$ cat src/sbpt_pkg.sv
// ----------------------------------------------------------------------------
// sbpt_pkg: shared buffer permission table package
// Field widths, request modes, error codes, grant bits and the table entry
// layout shared by the table storage and the top level.
// ----------------------------------------------------------------------------
package sbpt_pkg;

  // Field widths
  localparam int MODE_W     = 3;
  localparam int PID_W      = 16;
  localparam int ID_W       = 32;
  localparam int GRANT_W    = 2;
  localparam int SIZE_W     = 24;
  localparam int ERR_W      = 3;
  localparam int SLOT_IDX_W = 6;

  // Request modes
  localparam logic [MODE_W-1:0] MODE_CREATE  = 3'd0;
  localparam logic [MODE_W-1:0] MODE_SHARE   = 3'd1;
  localparam logic [MODE_W-1:0] MODE_READ    = 3'd2;
  localparam logic [MODE_W-1:0] MODE_WRITE   = 3'd3;
  localparam logic [MODE_W-1:0] MODE_SIZE    = 3'd4;
  localparam logic [MODE_W-1:0] MODE_DESTROY = 3'd5;

  // Error codes
  localparam logic [ERR_W-1:0] ERR_NONE     = 3'd0;
  localparam logic [ERR_W-1:0] ERR_BAD_ARG  = 3'd1;
  localparam logic [ERR_W-1:0] ERR_FULL     = 3'd2;
  localparam logic [ERR_W-1:0] ERR_DENIED   = 3'd3;
  localparam logic [ERR_W-1:0] ERR_TOO_LONG = 3'd4;

  // Grant bits
  localparam logic [GRANT_W-1:0] GRANT_NONE  = 2'b00;
  localparam logic [GRANT_W-1:0] GRANT_READ  = 2'b01;
  localparam logic [GRANT_W-1:0] GRANT_WRITE = 2'b10;
  localparam logic [GRANT_W-1:0] GRANT_RW    = 2'b11;

  // Id counter start / step
  localparam logic [ID_W-1:0] ID_FIRST = 32'd1;

  // Kernel pid
  localparam logic [PID_W-1:0] PID_KERNEL = 16'd0;

  typedef struct packed {
    logic [ID_W-1:0]    id;
    logic [PID_W-1:0]   owner;
    logic [PID_W-1:0]   sharee;
    logic [GRANT_W-1:0] grant;
    logic [SIZE_W-1:0]  size;
  } entry_t;

  // Table update command
  typedef struct packed {
    logic wr_en;
    logic set_valid;
    logic clr_valid;
  } tbl_cmd_t;

endpackage

$ cat src/sbpt_table.sv
// ----------------------------------------------------------------------------
// sbpt_table: descriptor storage
// Single-port descriptor memory with registered read and per-slot occupied
// bits; a free slot reads back as an all-zero entry.
// ----------------------------------------------------------------------------
module sbpt_table #(
  parameter int SLOTS = 16
) (
  input  logic                     clk_i,
  input  logic                     rst_ni,
  input  sbpt_pkg::tbl_cmd_t       cmd_i,
  input  logic [((SLOTS > 1) ? $clog2(SLOTS) : 1)-1:0] addr_i,
  input  sbpt_pkg::entry_t         wr_entry_i,
  input  logic                     rd_en_i,
  output sbpt_pkg::entry_t         rd_entry_o,
  output logic                     rd_valid_o
);
  import sbpt_pkg::*;

  entry_t           mem [SLOTS];
  entry_t           rd_entry_q;
  logic             rd_valid_q;
  logic [SLOTS-1:0] valid_q;

  // Occupied bits, cleared at reset
  always_ff @(posedge clk_i or negedge rst_ni) begin
    if (!rst_ni) begin
      valid_q <= '0;
    end else if (cmd_i.set_valid) begin
      valid_q[addr_i] <= 1'b1;
    end else if (cmd_i.clr_valid) begin
      valid_q[addr_i] <= 1'b0;
    end
  end

  // Descriptor memory: one write, one registered read
  always_ff @(posedge clk_i) begin
    if (cmd_i.wr_en) begin
      mem[addr_i] <= wr_entry_i;
    end
    if (rd_en_i) begin
      rd_entry_q <= mem[addr_i];
    end
  end

  always_ff @(posedge clk_i or negedge rst_ni) begin
    if (!rst_ni) begin
      rd_valid_q <= 1'b0;
    end else if (rd_en_i) begin
      rd_valid_q <= valid_q[addr_i];
    end
  end

  // Free slots read as an all-zero entry
  assign rd_entry_o = rd_valid_q ? rd_entry_q : '0;
  assign rd_valid_o = rd_valid_q;

endmodule

$ cat src/shared_buffer_permission_table.sv
// ----------------------------------------------------------------------------
// shared_buffer_permission_table: transfer-buffer permission table
// Creates, shares, checks, sizes and destroys transfer descriptors held in a
// fixed table; reports the slot used so the buffer can be located.
// ----------------------------------------------------------------------------
//
//  Channel | Direction | Handshake                | Payload
//  --------+-----------+--------------------------+------------------------------
//  request | in        | in_valid_i / in_stall_o  | mode, caller_pid, xfer_id,
//          |           |                          | target_pid, permissions, length
//  result  | out       | out_valid_o / out_stall_i| ok, error_code, new_id,
//          |           |                          | buffer_size, slot_index
//
// A request that scans k slots (1..SLOTS) visits ST_FETCH and ST_TEST once per
// slot: a memory read and then a compare on the single table port. Requests
// rejected on their arguments alone go straight from ST_IDLE to ST_DONE.
// Reset clears all occupied bits at once and sets the id counter to one.
// in_stall_o is high while a request is in work; a stalled result holds the
// next request in its final state until the output register is free.
// ----------------------------------------------------------------------------
module shared_buffer_permission_table #(
  parameter int SLOTS = 16
) (
  input  logic                              clk_i,
  input  logic                              rst_ni,
  input  logic                              in_valid_i,
  output logic                              in_stall_o,
  input  logic [sbpt_pkg::MODE_W-1:0]       mode_i,
  input  logic [sbpt_pkg::PID_W-1:0]        caller_pid_i,
  input  logic [sbpt_pkg::ID_W-1:0]         xfer_id_i,
  input  logic [sbpt_pkg::PID_W-1:0]        target_pid_i,
  input  logic [sbpt_pkg::GRANT_W-1:0]      permissions_i,
  input  logic [sbpt_pkg::SIZE_W-1:0]       length_i,
  output logic                              out_valid_o,
  input  logic                              out_stall_i,
  output logic                              ok_o,
  output logic [sbpt_pkg::ERR_W-1:0]        error_code_o,
  output logic [sbpt_pkg::ID_W-1:0]         new_id_o,
  output logic [sbpt_pkg::SIZE_W-1:0]       buffer_size_o,
  output logic [sbpt_pkg::SLOT_IDX_W-1:0]   slot_index_o
);
  import sbpt_pkg::*;

  localparam int IDX_W = (SLOTS > 1) ? $clog2(SLOTS) : 1;
  localparam logic [IDX_W-1:0] LAST_SLOT = IDX_W'(SLOTS - 1);

  // Sequencer states
  localparam logic [1:0] ST_IDLE  = 2'd0;
  localparam logic [1:0] ST_FETCH = 2'd1;
  localparam logic [1:0] ST_TEST  = 2'd2;
  localparam logic [1:0] ST_DONE  = 2'd3;

  logic [1:0]            state_q, state_d;
  logic [IDX_W-1:0]      cnt_q, cnt_d;
  logic [ID_W-1:0]       next_id_q, next_id_d;

  // Latched request
  logic [MODE_W-1:0]     mode_q;
  logic [PID_W-1:0]      caller_q;
  logic [ID_W-1:0]       tid_q;
  logic [PID_W-1:0]      target_q;
  logic [GRANT_W-1:0]    perm_q;
  logic [SIZE_W-1:0]     len_q;

  // Pending result
  logic [ERR_W-1:0]      res_err_q, res_err_d;
  logic [ID_W-1:0]       res_nid_q, res_nid_d;
  logic [SIZE_W-1:0]     res_bsize_q, res_bsize_d;
  logic [SLOT_IDX_W-1:0] res_idx_q, res_idx_d;

  // Output register
  logic                  out_valid_q;
  logic                  out_ok_q;
  logic [ERR_W-1:0]      out_err_q;
  logic [ID_W-1:0]       out_nid_q;
  logic [SIZE_W-1:0]     out_bsize_q;
  logic [SLOT_IDX_W-1:0] out_idx_q;

  // Table interface
  tbl_cmd_t              tbl_cmd;
  entry_t                wr_entry;
  entry_t                rd_e;
  logic                  rd_valid;
  logic                  rd_en;

  // Compare unit results
  logic                  hit;
  logic                  is_owner;
  logic                  is_sharee;
  logic [GRANT_W-1:0]    need;
  logic                  acc;
  logic                  acc_any;
  logic [ID_W-1:0]       nid;
  logic                  in_accept;
  logic                  out_free;
  logic                  load_out;

  assign in_accept = in_valid_i && !in_stall_o;
  assign out_free  = !out_valid_q || !out_stall_i;
  assign load_out  = (state_q == ST_DONE) && out_free;

  sbpt_table #(
    .SLOTS (SLOTS)
  ) u_table (
    .clk_i      (clk_i),
    .rst_ni     (rst_ni),
    .cmd_i      (tbl_cmd),
    .addr_i     (cnt_q),
    .wr_entry_i (wr_entry),
    .rd_en_i    (rd_en),
    .rd_entry_o (rd_e),
    .rd_valid_o (rd_valid)
  );

  // Access checks against the entry just read
  always_comb begin
    is_owner  = (caller_q == PID_KERNEL) || (rd_e.owner == caller_q);
    is_sharee = (rd_e.sharee == caller_q);
    unique case (mode_q)
      MODE_SHARE: need = GRANT_RW;
      MODE_WRITE: need = GRANT_WRITE;
      default:    need = GRANT_READ;
    endcase
    acc     = is_owner || (is_sharee && ((rd_e.grant & need) == need));
    acc_any = is_owner || (is_sharee && (rd_e.grant != GRANT_NONE));
    hit     = (mode_q == MODE_CREATE) ? !rd_valid
                                      : (rd_valid && (rd_e.id == tid_q));
    // counter skips zero on wrap
    nid     = (next_id_q == '0) ? ID_FIRST : next_id_q;
  end

  // Sequencer
  always_comb begin
    state_d     = state_q;
    cnt_d       = cnt_q;
    next_id_d   = next_id_q;
    res_err_d   = res_err_q;
    res_nid_d   = res_nid_q;
    res_bsize_d = res_bsize_q;
    res_idx_d   = res_idx_q;
    tbl_cmd     = '0;
    wr_entry    = rd_e;
    rd_en       = 1'b0;

    unique case (state_q)
      ST_IDLE: begin
        if (in_valid_i) begin
          cnt_d       = '0;
          res_err_d   = ERR_NONE;
          res_nid_d   = '0;
          res_bsize_d = '0;
          res_idx_d   = '0;
          // argument checks that need no table access
          priority if (mode_i == MODE_CREATE) begin
            if (length_i == '0) begin
              res_err_d = ERR_BAD_ARG;
              state_d   = ST_DONE;
            end else begin
              state_d   = ST_FETCH;
            end
          end else if (mode_i > MODE_DESTROY) begin
            res_err_d = ERR_BAD_ARG;
            state_d   = ST_DONE;
          end else if ((mode_i == MODE_SHARE) &&
                       ((target_pid_i == PID_KERNEL) || (permissions_i == GRANT_NONE))) begin
            res_err_d = ERR_BAD_ARG;
            state_d   = ST_DONE;
          end else if (xfer_id_i == '0) begin
            res_err_d = ERR_DENIED;
            state_d   = ST_DONE;
          end else begin
            state_d   = ST_FETCH;
          end
        end
      end

      ST_FETCH: begin
        rd_en   = 1'b1;
        state_d = ST_TEST;
      end

      ST_TEST: begin
        if (hit) begin
          state_d = ST_DONE;
          unique case (mode_q)
            MODE_CREATE: begin
              tbl_cmd.wr_en     = 1'b1;
              tbl_cmd.set_valid = 1'b1;
              wr_entry.id       = nid;
              wr_entry.owner    = target_q;
              wr_entry.sharee   = PID_KERNEL;
              wr_entry.grant    = GRANT_NONE;
              wr_entry.size     = len_q;
              next_id_d         = nid + ID_FIRST;
              res_nid_d         = nid;
              res_idx_d         = SLOT_IDX_W'(cnt_q);
            end
            MODE_SHARE: begin
              if (acc) begin
                tbl_cmd.wr_en   = 1'b1;
                wr_entry.sharee = target_q;
                wr_entry.grant  = perm_q;
                res_idx_d       = SLOT_IDX_W'(cnt_q);
              end else begin
                res_err_d = ERR_DENIED;
              end
            end
            MODE_READ, MODE_WRITE: begin
              priority if (!acc) begin
                res_err_d = ERR_DENIED;
              end else if (len_q > rd_e.size) begin
                res_err_d = ERR_TOO_LONG;
              end else begin
                res_idx_d = SLOT_IDX_W'(cnt_q);
              end
            end
            MODE_SIZE: begin
              if (acc_any) begin
                res_bsize_d = rd_e.size;
                res_idx_d   = SLOT_IDX_W'(cnt_q);
              end else begin
                res_err_d = ERR_DENIED;
              end
            end
            MODE_DESTROY: begin
              if (is_owner) begin
                tbl_cmd.clr_valid = 1'b1;
                res_idx_d         = SLOT_IDX_W'(cnt_q);
              end else begin
                res_err_d = ERR_DENIED;
              end
            end
            default: begin
              res_err_d = ERR_BAD_ARG;
            end
          endcase
        end else if (cnt_q == LAST_SLOT) begin
          state_d   = ST_DONE;
          res_err_d = (mode_q == MODE_CREATE) ? ERR_FULL : ERR_DENIED;
        end else begin
          cnt_d   = cnt_q + 1'b1;
          state_d = ST_FETCH;
        end
      end

      ST_DONE: begin
        if (out_free) begin
          state_d = ST_IDLE;
        end
      end

      default: begin
        state_d = ST_IDLE;
      end
    endcase
  end

  // Control registers
  always_ff @(posedge clk_i or negedge rst_ni) begin
    if (!rst_ni) begin
      state_q   <= ST_IDLE;
      cnt_q     <= '0;
      next_id_q <= ID_FIRST;
    end else begin
      state_q   <= state_d;
      cnt_q     <= cnt_d;
      next_id_q <= next_id_d;
    end
  end

  // Request and pending result payload
  always_ff @(posedge clk_i) begin
    if (in_accept) begin
      mode_q   <= mode_i;
      caller_q <= caller_pid_i;
      tid_q    <= xfer_id_i;
      target_q <= target_pid_i;
      perm_q   <= permissions_i;
      len_q    <= length_i;
    end
    res_err_q   <= res_err_d;
    res_nid_q   <= res_nid_d;
    res_bsize_q <= res_bsize_d;
    res_idx_q   <= res_idx_d;
  end

  // Output register
  always_ff @(posedge clk_i or negedge rst_ni) begin
    if (!rst_ni) begin
      out_valid_q <= 1'b0;
    end else if (load_out) begin
      out_valid_q <= 1'b1;
    end else if (!out_stall_i) begin
      out_valid_q <= 1'b0;
    end
  end

  always_ff @(posedge clk_i) begin
    if (load_out) begin
      out_ok_q    <= (res_err_q == ERR_NONE);
      out_err_q   <= res_err_q;
      out_nid_q   <= res_nid_q;
      out_bsize_q <= res_bsize_q;
      out_idx_q   <= res_idx_q;
    end
  end

  assign in_stall_o    = (state_q != ST_IDLE);
  assign out_valid_o   = out_valid_q;
  assign ok_o          = out_ok_q;
  assign error_code_o  = out_err_q;
  assign new_id_o      = out_nid_q;
  assign buffer_size_o = out_bsize_q;
  assign slot_index_o  = out_idx_q;

  // Assertions
  a_ok_matches_err : assert property (@(posedge clk_i) disable iff (!rst_ni)
    out_valid_o |-> (ok_o == (error_code_o == ERR_NONE)))
    else $error("ok flag disagrees with error code");

  a_fail_fields_zero : assert property (@(posedge clk_i) disable iff (!rst_ni)
    (out_valid_o && !ok_o) |->
      ((new_id_o == '0) && (buffer_size_o == '0) && (slot_index_o == '0)))
    else $error("failed result carries nonzero fields");

  a_write_in_test : assert property (@(posedge clk_i) disable iff (!rst_ni)
    (tbl_cmd.wr_en || tbl_cmd.clr_valid) |-> (state_q == ST_TEST) && hit)
    else $error("table updated outside a matching compare");

  a_scan_bound : assert property (@(posedge clk_i) disable iff (!rst_ni)
    (state_q == ST_FETCH) |-> (cnt_q <= LAST_SLOT))
    else $error("scan index past last slot");

  a_create_id_nonzero : assert property (@(posedge clk_i) disable iff (!rst_ni)
    (tbl_cmd.set_valid) |-> (wr_entry.id != '0))
    else $error("created entry would read as free");

endmodule

$ cat config.mk
export PLATFORM = sky130hd
export DESIGN_NAME = shared_buffer_permission_table
export DESIGN_NICKNAME = d
export VERILOG_FILES = /design/src/sbpt_pkg.sv /design/src/sbpt_table.sv /design/src/shared_buffer_permission_table.sv
export SDC_FILE = /design/constraint.sdc
export NUM_CORES = 2
export LEC_CHECK = 0
export BUFFER_PORTS_ARGS = -buffer_cell sky130_fd_sc_hd__buf_2
export CAP_MARGIN = 5
export CORE_ASPECT_RATIO = 1.2
export CORE_MARGIN = 5
export CORE_UTILIZATION = 29
export CTS_CLUSTER_DIAMETER = 120
export DETAILED_ROUTE_END_ITERATION = 10
export PLACE_DENSITY = 0.53
export SYNTH_ARGS = -nofsm -noshare
export SYNTH_HDL_FRONTEND = slang
export SYNTH_SLANG_ARGS = --single-unit
$ cat constraint.sdc
create_clock -name clk_i -period 13 [get_ports clk_i]
set_input_delay 0.65 -clock clk_i [delete_from_list [all_inputs] [get_ports clk_i]]
set_output_delay 0.65 -clock clk_i [all_outputs]
set_load 0.005 [all_outputs]
## After elaboration in Yosys (flattened, before gate mapping)

Memory sizes are Yosys's and may differ from the RTL's. A register that Yosys moved wholly into a read port is not among the register bits.
Cells that the tools add are included.

| word-level totals | value |
|---|---|
| RAM bits | 1440 |
| flip-flop bits (word level) | 280 |
| word-level logic and storage cells | 181 |
| memories | 1 |

Memories:

| memory | words | width | rd ports | clocked after memory_dff | write ports | RTL line | source |
|---|---|---|---|---|---|---|---|
| u_table.mem | 16 | 90 | 1 | 1 | 1 | sbpt_table.sv:20 | `entry_t mem [SLOTS];` |

| operators by class | value |
|---|---|
| eq/ne operators | 35 |
| order comparisons | 4 |
| multiplexer cells | 76 |
| reductions and logical operators | 38 |
| bitwise operators | 4 |
| add/subtract/negate cells | 2 |

Operator list:

| cell | number |
|---|---|
| $mux W90 | 3 |
| $mux W32 | 4 |
| $mux W24 | 5 |
| $logic_not A32 Y1 | 2 |
| $pmux W32 S2 | 1 |
| $mux W48 | 1 |
| $pmux W24 S2 | 1 |
| $mux W6 | 7 |
| $pmux W18 S2 | 1 |
| $mux W3 | 11 |
| $add A32 B1 Y32 const B | 1 |
| $eq A16 B16 Y1 | 2 |
| $eq A32 B32 Y1 | 1 |
| $logic_not A16 Y1 | 2 |
| $mux W16 | 2 |
| $pmux W6 S5 | 1 |
| $gt A24 B24 Y1 | 1 |
| $logic_not A24 Y1 | 1 |
| $mux W2 | 12 |
| $ne A3 B3 Y1 const B | 7 |
| $mux W18 | 1 |
| $and A16 B16 Y16 | 1 |
| $not A16 Y16 | 1 |
| $or A16 B16 Y16 | 1 |
| 41 further kinds | 89 |

## Logic depth before layout (Yosys ltp)

| logic depth | value |
|---|---|
| depth after elaboration | 12 |
| gate-level depth with buffers | 17 |
| gate-level depth less buffers | 12 |

## Modules after synthesis

Synthesis repeated with hierarchy kept, for this count alone.

| second synthesis, totals | value |
|---|---|
| cells, all modules | 3302 |
| area total of the unflattened synthesis | 70101.0 um2 |

Modules (own cells, without submodules):

| module | times used | area each (um2) | cells each |
|---|---|---|---|
| sbpt_table | 1 | 58173.3 | 2288 |
| shared_buffer_permission_table | 1 | 11927.7 | 1014 |

## Worst setup path before layout

Ideal clock, no wire load.

| timing | value |
|---|---|
| path type | register to register |
| start | register u_table.rd_valid_q, in the netlist u_table.rd_valid_o |
| end | memory u_table.mem[12][0] (netlist bit) (enable) |
| required time | 12333 ps |
| stages on the path, launching flop included | 12 |
| clock period less this slack | 9765 ps |
| path slack | 3235 ps |
| arrival time | 9098 ps |
| path through | dfrtp_1 > buf_4 > buf_6 > nand3_1 > o22ai_1 > o22ai_1 > or4_1 > or4_1 > buf_2 > a211oi_4 > nor2_2 > nor3b_1 |

| between the ends | value |
|---|---|
| cells in the longest elaborated chain, start to end | 11 |
| elaborated cells on any way between the ends | 18 |
| those cells by class | eq/ne (4); mux (8); bitwise (1); reduce/logical (5) |

Ends and longest elaborated chain:

| item | RTL line | source |
|---|---|---|
| start, declared | sbpt_table.sv:22 | `logic rd_valid_q;` |
| start signal, assigned | sbpt_table.sv:50 | `rd_valid_q <= valid_q[addr_i];` |
| $mux W90 | sbpt_table.sv:55 | `assign rd_entry_o = rd_valid_q ? rd_entry_q : '0;` |
| $and A2 B2 Y2 | shared_buffer_permission_table.sv:124 | `acc = is_owner \|\| (is_sharee && ((rd_e.grant & need) == need));` |
| $eq A2 B2 Y1 | shared_buffer_permission_table.sv:124 |  |
| $logic_and A1 B1 Y1 | shared_buffer_permission_table.sv:124 |  |
| $logic_or A1 B1 Y1 | shared_buffer_permission_table.sv:124 |  |
| $mux W1 | shared_buffer_permission_table.sv:199 | `if (acc) begin` |
| $pmux W1 S2 | shared_buffer_permission_table.sv:185 | `unique case (mode_q)` |
| $mux W3 (*) | shared_buffer_permission_table.sv:183 | `if (hit) begin` |
| $mux W3 (*) | shared_buffer_permission_table.sv:145 | `unique case (state_q)` |
| $mux W1 (*) | sbpt_table.sv:38 | `if (cmd_i.wr_en) begin` |
| $mux W1 (implied by the code) (*) | sbpt_table.sv:39 | `mem[addr_i] <= wr_entry_i;` |
| end, declared | sbpt_table.sv:20 |  |

Every way passes the cells marked *; elsewhere a longest branch is shown, timed or not.

## Worst setup path in the final report

| timing | value |
|---|---|
| start | register u_table.rd_valid_q, in the netlist u_table.rd_valid_o |
| end | memory u_table.mem[9][86] (netlist bit) (enable) |

Same word-level chain as after synthesis.

==> results.yml <==
layout:
  syn_to_final_growth_pct: 16.5
  layout_commonest_cell: "edfxtp_1"
  drive_gt1_share_pct: 27.6
  finalNetCount: 3664
  layout_common_cells: "1750 x edfxtp_1, 455 x mux4_2, 190 x clkbuf_16"
worst_setup_path:
  required_ns: 13.42
  rrSetupSlack_ns: 5.16
  end_kind: "register"
  r2r-end: "u_table.mem[9][86]$_DFFE_PP_"
  reg2reg_from: "u_table.rd_valid_o$_DFFE_PN0P_"
  crit_path_start_kind: "register"
  cp_max_fo: 65
  critical_path_class: "register to register"
  cp_data_arrival_time_ns: 8.26
  r2r_cells: 13
yosys:
  syn_avg_cell_area_um2: 21.7
  synthCells: 3215
  yosysUniqueCellTypes: 64
  async_flop_share_pct: 3.10
  synth-edff-count: 1750
  synth.cell_area_um2: 69800
  ys_ff_latch: 1806
  synth.yosys.seq_area_share_pct: 77.3
  yosys_most_used_dff: "edfxtp_1"
  yosysWarnings: 0
clock_network:
  clkTransAtPathRegs_ns: 0.06
  cts_tree: "done"
  cts_buffer_depth: 4
  post_cts_buffers: 0
  clock_sinks: 1806
  cts.root.buffer_cell: "clkbuf_16"
  htree_levels: 4
  numCtsBuffers: 186
  clock_latency_ns: 0.83
timing:
  setup_viol: 0
  clock_skew_ns: 0.0618
  setup-tns-final_ns: 0
  finalHoldViolations: 0
  max_clock_freq_mhz: 128
  min_period_ns: 7.84
  slew_viol_final: 0
  rsz0062_at_grt: "false"
  post-route-period-util_pct: 60.3
  whs_ns: 0.0278
  worstMarginPinSlew_ns: 1.28
  relSlewSlack_pct: 14.0
floorplanning:
  die_area_um2: 251000
  die_x_um: 458
  die_y_um: 548
  initial_utilization_pct: 29.1
  ios: 165
  fp-row-count: 197
  core_um2: 240000
global_routing:
  grt_pass1_vias: 34900
  grt_pass1_wl_mm: 260
  grt_start_max_net_pins: 92
  grtUsageTotal_pct: 14.2
  antenna_found_initial: 10
  grt_remaining_overflow: 0
power:
  p_leak_nw: 23.2
  power_w: 0.0148
  ir_worst_vdd_v: 0.000154
  cellPowerDensity_nw_per_um2: 182
drt:
  drt_iter0_markers: 3034
  routed_wl_mm: 182
  drtPass1Iterations: 6
  vias_per_cell: 4.88
  ant_nets: 0
  drc: 0
  via_count: 33600
  wire_per_inst_um: 26.5
placed_design:
  dpl.hpwl_mm: 109
  place_congestion: 0.784
  port_buffers: 162
min_path:
  hold_path_class: "input port to asynchronous set/reset pin"
outcome:
  status: "finished clean"
flow_run:
  cap_violations: 0
[through the flow]
| step | setup slack, ns | instance area (um2) | util (%) | cells |
|---|---|---|---|---|
| global route | 4.75 | 81400 | 33.9 | 6874 |
| global placement | 5.33 | 74800 | 31.2 | 6482 |
| CTS | 5.14 | 81300 | 33.9 | 6859 |
| finish | 5.16 | 81400 | 33.9 | 6878 |
| floorplan | 3.24 | 69800 | - | 3216 |
| detailed placement | 5.16 | 74800 | 31.2 | 6482 |
[power breakdown]
| part | internal, W | switching [W] | leakage (nW) | total (W) |
|---|---|---|---|---|
| Sequential | 0.00681 | 0.000283 | 15.0 | 0.00709 |
| Combinational | 0.00104 | 0.00136 | 5.23 | 0.00240 |
| Clock | 0.00314 | 0.00220 | 2.94 | 0.00535 |
| Total | 0.0110 | 0.00385 | 23.2 | 0.0148 |
[critical path, cell delays in order, from the launching register on]
cell	delay, ns
dfrtp_4	0.74
buf_4	0.70
buf_4	0.66
nor4bb_1	0.29
a32oi_1	0.08
a2111oi_0	0.54
nand3_1	0.31
o211ai_1	0.40
and4bb_2	0.84
nor2_2	0.03
buf_4	0.27
nor3b_4	0.90
buf_4	0.88
buf_4	0.58
[area by class of cell]
cell class / count / area, um2
fillers: 22300 / 158000
flip-flops and latches: 1806 / 54000
multi-input cells: 1229 / 15300
clock buffers: 222 / 4870
well taps: 3184 / 3980
repair buffers: 292 / 1940
clock inverters: 105 / 1140
inverters: 23 / 86.3
diodes: 17 / 42.5
[cells by family (layout without fill, tap and decap cells)]
family	after synthesis	count (layout)	synth area share, %
compound gates	165	165	1.67
xor+xnor	68	68	0.853
mux	482	482	15.1
fa+ha+maj	29	29	0.520
flops	1806	1806	77.3
other cells	1	19	0.00537
simple gates	483	483	3.57
buf+inv	181	642	1.04
[repair_timing]
action,CTS,global route
hold endpoints to repair,50,0
resized for setup,0,0
hold buffers,50,0
[cells in the mapped netlist (all sizes together) (2+ instances only)]
| library cell | n | area (um2) |
|---|---|---|
| xnor2 | 39 | 342 |
| o21a | 9 | 67.6 |
| nor2b | 7 | 43.8 |
| xor2 | 29 | 254 |
| nand4b | 11 | 96.3 |
| nor3b | 13 | 143 |
| or2 | 2 | 12.5 |
| clkbuf | 107 | 402 |
| a22o | 40 | 350 |
| a21o | 5 | 37.5 |
| and2 | 36 | 225 |
| o21bai | 2 | 15.0 |
| or4 | 5 | 37.5 |
| a32oi | 6 | 52.6 |
| o211ai | 4 | 30.0 |
| edfxtp | 1750 | 52600 |
| nor4bb | 10 | 100 |
| nor4 | 31 | 194 |
| or3 | 3 | 18.8 |
| mux2i | 10 | 100 |
| nand2b | 4 | 25.0 |
| o21ai | 35 | 175 |
| ha | 29 | 363 |
| nor2 | 74 | 280 |
| o22ai | 19 | 119 |
| a21oi | 22 | 110 |
| inv | 23 | 86.3 |
| nand4 | 24 | 150 |
| mux4 | 455 | 10200 |
| nand2 | 167 | 627 |
| buf | 51 | 235 |
| mux2 | 17 | 191 |
| and3 | 7 | 43.8 |
| a211oi | 7 | 65.1 |
| and3b | 4 | 35.0 |
| and4 | 5 | 43.8 |
| nor3 | 21 | 105 |
| dfrtp | 55 | 1380 |
| o221ai | 2 | 17.5 |
| a2bb2oi | 3 | 26.3 |
| nand3 | 53 | 265 |
| nand3b | 5 | 37.5 |
[sequential cells by signal (all words and copies together) (netlist names), 4 cells and up, named ones only]
signal / cells
res_idx_q: 4
new_id_o: 32
u_table.rd_entry_q: 90
tid_q: 32
next_id_q: 32
len_q: 24
buffer_size_o: 24
cnt_q: 4
caller_q: 16
u_table.mem: 1440
res_nid_q: 32
res_bsize_q: 24
target_q: 16
slot_index_o: 4
[how the worst max path moves through the flow]
stage,from,end,slack [ns],cells after the start
final,u_table.rd_valid_o$_DFFE_PN0P_,u_table.mem[9][86]$_DFFE_PP_,5.16,13
after global routing,u_table.rd_valid_o$_DFFE_PN0P_,u_table.mem[8][86]$_DFFE_PP_,4.75,13
after CTS,u_table.rd_valid_o$_DFFE_PN0P_,u_table.mem[9][74]$_DFFE_PP_,5.14,13
after detailed placement,u_table.rd_valid_o$_DFFE_PN0P_,u_table.mem[9][83]$_DFFE_PP_,5.16,13
after global placement,u_table.rd_valid_o$_DFFE_PN0P_,u_table.mem[9][83]$_DFFE_PP_,5.33,13
after floorplan,u_table.rd_valid_o$_DFFE_PN0P_,u_table.mem[12][0]$_DFFE_PP_,3.24,11
[routing by layer]
layer / vias up / GRT usage, % / wire (um)
met1: 18300 / 18.3 / 74500
met5: - / 0 / 0
li1: 14100 / - / -
met2: 908 / 24.8 / 93900
met4: 0 / 4.13 / 5160
met3: 253 / 2.05 / 8840
(Power assumes the default switching activity.)
